File: config.mk
export PLATFORM = sky130hd
export DESIGN_NAME = dual_mode_hms_stopwatch
export DESIGN_NICKNAME = d
export VERILOG_FILES = /design/src/sv/dmhs_pkg.sv /design/src/sv/dual_mode_hms_stopwatch.sv
export VERILOG_INCLUDE_DIRS = /design/src /design/src/sv
export SDC_FILE = /design/constraint.sdc
export NUM_CORES = 1
export LEC_CHECK = 0
export BUFFER_PORTS_ARGS = -buffer_cell sky130_fd_sc_hd__buf_4
export CAP_MARGIN = 15
export CELL_PAD_IN_SITES_DETAIL_PLACEMENT = 0
export CELL_PAD_IN_SITES_GLOBAL_PLACEMENT = 1
export CORE_MARGIN = 2
export CORE_UTILIZATION = 40
export DETAILED_ROUTE_END_ITERATION = 10
export PLACE_DENSITY_LB_ADDON = 0.12
export REMOVE_ABC_BUFFERS = 1
export SLEW_MARGIN = 20
export SYNTH_ARGS = -nofsm -noshare
export SYNTH_HDL_FRONTEND = slang
export SYNTH_SLANG_ARGS = --single-unit
File: constraint.sdc
create_clock -name clk -period 5.18 [get_ports clk]
set_input_delay 0.259 -clock clk [delete_from_list [all_inputs] [get_ports clk]]
set_output_delay 0.259 -clock clk [all_outputs]
set_load 0.01 [all_outputs]
File: src/sv/dual_mode_hms_stopwatch_assert.svh
// ----------------------------------------------------------------------------
// Stopwatch assertion macros
// Shared concurrent assertion forms, clocked on clk and idle during rst.
// ----------------------------------------------------------------------------
`ifndef DUAL_MODE_HMS_STOPWATCH_ASSERT_SVH
`define DUAL_MODE_HMS_STOPWATCH_ASSERT_SVH

// same-cycle implication
`define DMHS_ASSERT_NOW(lbl, ante, cons, msg) \
  lbl: assert property (@(posedge clk) disable iff (rst) (ante) |-> (cons)) \
    else $error(msg);

// next-cycle implication
`define DMHS_ASSERT_NEXT(lbl, ante, cons, msg) \
  lbl: assert property (@(posedge clk) disable iff (rst) (ante) |=> (cons)) \
    else $error(msg);

`endif

File: src/sv/dmhs_pkg.sv
// ----------------------------------------------------------------------------
// Stopwatch package
// Item layouts, field widths and time limits for the hh:mm:ss stopwatch.
// ----------------------------------------------------------------------------
`default_nettype none

package dmhs_pkg;

  localparam int unsigned HourW = 5;
  localparam int unsigned MsW   = 6;
  localparam int unsigned InW   = 16;
  localparam int unsigned OutW  = 24;

  localparam logic [HourW-1:0] HourMax = 5'd23;
  localparam logic [MsW-1:0]   MsMax   = 6'd59;

  typedef struct packed {
    logic [4:0] pad;
    logic       dec_seconds_level;
    logic       inc_seconds_level;
    logic       dec_minutes_level;
    logic       inc_minutes_level;
    logic       dec_hours_level;
    logic       inc_hours_level;
    logic       mode_level;
    logic       resume_press;
    logic       pause_press;
    logic       reset_press;
    logic       second_tick;
  } in_item_t;

  typedef struct packed {
    logic [3:0]       pad;
    logic             buzzer_on;
    logic             is_running;
    logic             counting_down;
    logic [MsW-1:0]   seconds_now;
    logic [MsW-1:0]   minutes_now;
    logic [HourW-1:0] hours_now;
  } out_item_t;

  typedef struct packed {
    logic mode;
    logic dec_s;
    logic inc_s;
    logic dec_m;
    logic inc_m;
    logic dec_h;
    logic inc_h;
  } levels_t;

endpackage

`default_nettype wire

File: src/sv/dual_mode_hms_stopwatch.sv
// ----------------------------------------------------------------------------
// Dual mode hh:mm:ss stopwatch
// Up/down time counter with run control, buzzer and edge-detected adjust and mode buttons.
// ----------------------------------------------------------------------------
// One input item is one sample of the tick and button lines; each produces
// one result item with the time and flags after that sample. An item is
// taken when offered and s_tready is high: the state and result register update
// in the cycle of acceptance, and input is accepted whenever the result
// register is empty or its item is being taken, so one item per clock is
// sustained while m_tready stays high; the result shows in the cycle after.
`default_nettype none

module dual_mode_hms_stopwatch (
  input  wire logic                       clk,
  input  wire logic                       rst,
  input  wire logic                       s_tvalid,
  output logic                            s_tready,
  // second_tick, reset_press, pause_press, resume_press, mode_level,
  // inc_hours_level, dec_hours_level, inc_minutes_level, dec_minutes_level,
  // inc_seconds_level, dec_seconds_level, 5 zero bits
  input  wire logic [dmhs_pkg::InW-1:0]   s_tdata,
  output logic                            m_tvalid,
  input  wire logic                       m_tready,
  // hours_now[4:0], minutes_now[5:0], seconds_now[5:0], counting_down,
  // is_running, buzzer_on, 4 zero bits
  output logic [dmhs_pkg::OutW-1:0]       m_tdata
);
  import dmhs_pkg::*;

  logic [HourW-1:0] hour_count, hour_count_next;
  logic [MsW-1:0]   minute_count, minute_count_next;
  logic [MsW-1:0]   second_count, second_count_next;
  logic             down_mode, down_mode_next;
  logic             run_flag, run_flag_next;
  logic             buzzer_flag, buzzer_flag_next;
  levels_t          previous_levels, levels, rise;
  in_item_t         in_item;
  out_item_t        out_item;
  logic             in_accept;

  assign in_item   = in_item_t'(s_tdata);
  assign s_tready  = !m_tvalid || m_tready;
  assign in_accept = s_tvalid && s_tready;

  assign levels = '{mode:  in_item.mode_level,
                    dec_s: in_item.dec_seconds_level,
                    inc_s: in_item.inc_seconds_level,
                    dec_m: in_item.dec_minutes_level,
                    inc_m: in_item.inc_minutes_level,
                    dec_h: in_item.dec_hours_level,
                    inc_h: in_item.inc_hours_level};
  assign rise = levels & ~previous_levels;

  always_comb begin
    hour_count_next   = hour_count;
    minute_count_next = minute_count;
    second_count_next = second_count;
    down_mode_next    = down_mode;
    buzzer_flag_next  = buzzer_flag;

    if (in_item.pause_press) begin
      run_flag_next = 1'b0;
    end else if (in_item.resume_press) begin
      run_flag_next = 1'b1;
    end else begin
      run_flag_next = run_flag;
    end

    if (in_item.second_tick && run_flag_next) begin
      if (down_mode) begin
        if (hour_count == '0 && minute_count == '0 && second_count == '0) begin
          buzzer_flag_next = 1'b1;
        end else if (second_count != '0) begin
          second_count_next = second_count - 6'd1;
        end else if (minute_count != '0) begin
          minute_count_next = minute_count - 6'd1;
          second_count_next = MsMax;
        end else begin
          hour_count_next   = hour_count - 5'd1;
          minute_count_next = MsMax;
          second_count_next = MsMax;
        end
      end else if (second_count < MsMax) begin
        second_count_next = second_count + 6'd1;
      end else begin
        second_count_next = '0;
        if (minute_count < MsMax) begin
          minute_count_next = minute_count + 6'd1;
        end else begin
          minute_count_next = '0;
          hour_count_next   = (hour_count < HourMax) ? hour_count + 5'd1 : '0;
        end
      end
    end

    if (rise.inc_h && hour_count_next < HourMax) hour_count_next = hour_count_next + 5'd1;
    if (rise.dec_h && hour_count_next != '0)     hour_count_next = hour_count_next - 5'd1;
    if (rise.inc_m && minute_count_next < MsMax) minute_count_next = minute_count_next + 6'd1;
    if (rise.dec_m && minute_count_next != '0)   minute_count_next = minute_count_next - 6'd1;
    if (rise.inc_s && second_count_next < MsMax) second_count_next = second_count_next + 6'd1;
    if (rise.dec_s && second_count_next != '0)   second_count_next = second_count_next - 6'd1;
    if (rise.mode) down_mode_next = !down_mode;

    if (in_item.reset_press) begin
      hour_count_next   = '0;
      minute_count_next = '0;
      second_count_next = '0;
      buzzer_flag_next  = 1'b0;
    end
  end

  always_ff @(posedge clk) begin
    if (rst) begin
      hour_count      <= '0;
      minute_count    <= '0;
      second_count    <= '0;
      down_mode       <= 1'b0;
      run_flag        <= 1'b1;
      buzzer_flag     <= 1'b0;
      previous_levels <= '0;
      m_tvalid        <= 1'b0;
    end else begin
      if (in_accept) begin
        hour_count      <= hour_count_next;
        minute_count    <= minute_count_next;
        second_count    <= second_count_next;
        down_mode       <= down_mode_next;
        run_flag        <= run_flag_next;
        buzzer_flag     <= buzzer_flag_next;
        previous_levels <= levels;
        m_tvalid        <= 1'b1;
      end else if (m_tready) begin
        m_tvalid <= 1'b0;
      end
    end
  end

  always_ff @(posedge clk) begin
    if (in_accept) begin
      out_item <= '{pad:           '0,
                    buzzer_on:     buzzer_flag_next,
                    is_running:    run_flag_next,
                    counting_down: down_mode_next,
                    seconds_now:   second_count_next,
                    minutes_now:   minute_count_next,
                    hours_now:     hour_count_next};
    end
  end

  assign m_tdata = OutW'(out_item);

  `include "dual_mode_hms_stopwatch_assert.svh"

  `DMHS_ASSERT_NOW(a_time_range, m_tvalid, out_item.hours_now <= HourMax && out_item.minutes_now <= MsMax && out_item.seconds_now <= MsMax, "time out of range")
  `DMHS_ASSERT_NEXT(a_accept_result, in_accept, m_tvalid, "accepted item gave no result")
  `DMHS_ASSERT_NOW(a_no_stall_empty, !s_tready, m_tvalid, "input stalled with empty result register")
  `DMHS_ASSERT_NOW(a_buzzer_rise, $rose(buzzer_flag), $past(down_mode) && $past(in_accept), "buzzer set outside countdown")

endmodule

`default_nettype wire
==> flow_metrics.env <==
export IMPL_synth_most_common_cell="nand2_1"
export IMPL_path_clk_slew_ns=0.09
export IMPL_max_cap_violations=0
export IMPL_post_cts_resized=0
export IMPL_synth_cell_types=103
export IMPL_cts_tree="yes"
export IMPL_synth_compound_area_share_pct=26.4
export IMPL_syn_instance_count=501
export IMPL_synth_edf_count=20
export IMPL_drive_gt1_share_pct=20.0
export IMPL_die_w_um=107
export IMPL_path_class="flop to flop"
export IMPL_ys_ff_latch=48
export IMPL_required_ns=5.24
export IMPL_dr_pass1_iters=5
export IMPL_nets=564
export IMPL_layout_min_cycle_time_ns=4.70
export IMPL_cts_buffers=5
export IMPL_slew_viol_final=0
export IMPL_r2r_start="second_count[1]$_SDFFE_PP0P_"
export IMPL_synthTopCellsByCount="nand2_1 (55), a21oi_1 (34), nor2_1 (32), dfxtp_1 (28), o21ai_0 (26)"
export IMPL_avgSynthCellArea_um2=8.48
export IMPL_ios=46
export IMPL_stdcell_count=666
export IMPL_finalSetupViolations=0
export IMPL_clock_skew_ns=0.00487
export IMPL_cts_sinks=48
export IMPL_dp_hpwl_mm=8.90
export IMPL_grt_max_degree=30
export IMPL_arrival_ns=4.75
export IMPL_grt_pass1_wl_mm=19.4
export IMPL_whs_ns=0.195
export IMPL_synth_top_area_share_pct=14.1
export IMPL_critical_path_slowest_cell="or4b_1"
export IMPL_gp_congestion=0.862
export IMPL_synth_mux_area_share_pct=2.68
export IMPL_seq_area_frac_synth_pct=27.3
export IMPL_nFillCells=1037
export IMPL_worstPathCellList="inv_1 -> ha_1 -> or4b_1 -> nor2_8 -> a211oi_1 -> a21oi_1 -> o21ai_0 -> ha_1 -> inv_1 -> o31ai_1 -> a41oi_1 -> xor2_1 -> inv_1 -> ha_1 -> a311o_2 -> a211oi_1 -> xor2_1 -> nor2_1"
export IMPL_syn_to_final_growth_pct=10.9
export IMPL_cpPeakStageDelay_ns=0.69
export IMPL_dp_cells=659
export IMPL_clockBufferDepth=2
export IMPL_rows=37
export IMPL_core_mm2=0.0103
export IMPL_die_h_um=107
export IMPL_status="complete, no violations"
export IMPL_irDropWorstVdd_mv=0.179
export IMPL_grt_pass1_vias=3717
export IMPL_ys_flop_type="dfxtp_1"
export IMPL_cts_root_buffer="clkbuf_8"
export IMPL_wl_mm=12.1
export IMPL_grt_total_usage_pct=21.5
export IMPL_worstPathMaxFanout=8
export IMPL_seqCellArea_mm2=0.00116
export IMPL_synthArstFlopShare_pct=0
export IMPL_relSlewSlack_pct=39.2
export IMPL_multi_input_area_mm2=0.00280
export IMPL_powerDensity_mw_per_mm2=256
export IMPL_crit_family="compound AO/OA/AOI/OAI gates"
export IMPL_crit_start="second_count[1]$_SDFFE_PP0P_"
export IMPL_worst_pin_slew_ns=0.906
export IMPL_drc_errors=0
export IMPL_route_vias_total=4043
export IMPL_synth_xor_area_share_pct=3.71
export IMPL_port_buffers=36
export IMPL_path_buf_inv=3
export IMPL_drtIter0Drc=251
export IMPL_diodes=0
export IMPL_setup_tns_final_ns=0
export IMPL_synth_warnings=0
export IMPL_min_delay_start="s_tvalid"
export IMPL_synth_adder_area_share_pct=4.12
export IMPL_via_per_inst=6.07
export IMPL_start_kind="flop"
export IMPL_fin_crit_sh_pct=90.7
export IMPL_rsz0062_at_grt="no"
export IMPL_power_leakage_uw=0.00180
export IMPL_synth_top_family_by_area="simple AND/OR/NAND/NOR gates"
export IMPL_cp_end_kind="flop"
export IMPL_post_cts_setup_buffer_count=0
export IMPL_cts_max_level=2
export IMPL_hold_class="input pin to flop"
export IMPL_antenna_found_initial=0
export IMPL_synth_top_cell_by_area="edfxtp_1"
export IMPL_detail_route_wl_per_cell_um=18.1
export IMPL_ctsHoldBuffers=0
export IMPL_finalHoldViolations=0
export IMPL_gr_total_overflow=0
export IMPL_antenna_left=0
export IMPL_synth_simple_area_share_pct=28.6
export IMPL_synth_area_mm2=0.00425
export IMPL_die_area_mm2=0.0115
export IMPL_synthTopCellsByArea="edfxtp_1 (14%), dfxtp_1 (13%), nand2_1 (4.9%), ha_1 (4.1%), a21oi_1 (4.0%)"
export IMPL_fmax_mhz=213
export IMPL_clock_latency_ns=0.31
export IMPL_start_util_pct=41.2
[layout make-up]
type	count	share of cell area, %
clock buffers	6	1.99
clock inverters	1	0.637
inverters	18	1.43
multi-input cells	405	59.4
flip-flops and latches	48	24.6
well taps	136	3.61
repair buffers	52	8.28
[placed cells by master (no fill, tap or decap), types with 5 or more instances in the layout]
cell type | netlist | final
a211oi_1 | 5 | 5
a21oi_1 | 34 | 34
a31oi_1 | 7 | 7
and3_1 | 6 | 6
buf_4 | 4 | 52
clkbuf_8 | 3 | 5
dfxtp_1 | 28 | 28
edfxtp_1 | 20 | 20
ha_1 | 14 | 14
inv_1 | 16 | 16
mux2i_1 | 8 | 8
nand2_1 | 55 | 55
nand2b_1 | 7 | 7
nand3_1 | 14 | 14
nand4_1 | 11 | 11
nor2_1 | 32 | 32
nor2b_1 | 7 | 7
nor3_1 | 22 | 22
o211ai_1 | 5 | 5
o21ai_0 | 26 | 26
o31ai_1 | 10 | 10
or3_1 | 5 | 5
xnor2_1 | 8 | 8
xor2_1 | 10 | 10
[power breakdown]
group	total [uW]	internal, uW	switching, uW
Combinational	459	183	276
Sequential	452	427	25.3
Clock	296	171	126
[state kept, by name, summed over array words and instances (netlist names)]
name	count
m_tvalid	1
second_count	6
run_flag	1
down_mode	1
minute_count	6
buzzer_flag	1
m_tdata	20
previous_levels	7
hour_count	5
[logic make-up after synthesis]
group,Yosys count
muxes,10
DFF,48
and+or+nand+nor,207
buffers and inverters,51
xor gates and xnor gates,18
adders and majority gates,14
AOI/OAI and AO/OA,152
other,1
[worst min-delay path, stage by stage]
cell and delay (ns):
buf_4 0.11, inv_1 0.04, a21oi_1 0.05
[per-stage QoR]
| stage | total power [uW] | area [um2] | setup WS, ns | utilization (%) |
|---|---|---|---|---|
| after floorplan | 767 | 4030 | 1.11 | - |
| after global placement | 910 | 4590 | 0.610 | 44.4 |
| after detailed placement | 913 | 4590 | 0.520 | 44.4 |
| after CTS | 1210 | 4710 | 0.479 | 45.6 |
| after global routing | 1280 | 4710 | 0.111 | 45.6 |
| final | 1210 | 4710 | 0.481 | 45.6 |
[metal layers]
layer | up-vias | wire length, um | GRT usage, %
met1 | 1938 | 5510 | 30.5
met2 | 137 | 5620 | 32.9
met3 | 22 | 648 | 3.04
met5 | - | 0 | 0
li1 | 1946 | - | -
met4 | 0 | 301 | 7.98
[path summary, 6_finish.rpt]
check | cells after the start | slack, ns | endpoint
setup reg to reg | 18 | 0.48 | m_tdata[14]$_DFFE_PP_
setup / recovery | 18 | 0.48 | m_tdata[14]$_DFFE_PP_
hold / removal | 3 | 0.19 | m_tvalid$_SDFFE_PP0P_
hold reg to reg | 2 | 0.46 | previous_levels[6]$_SDFFE_PP0P_
Power figures use the tool's default switching activity.
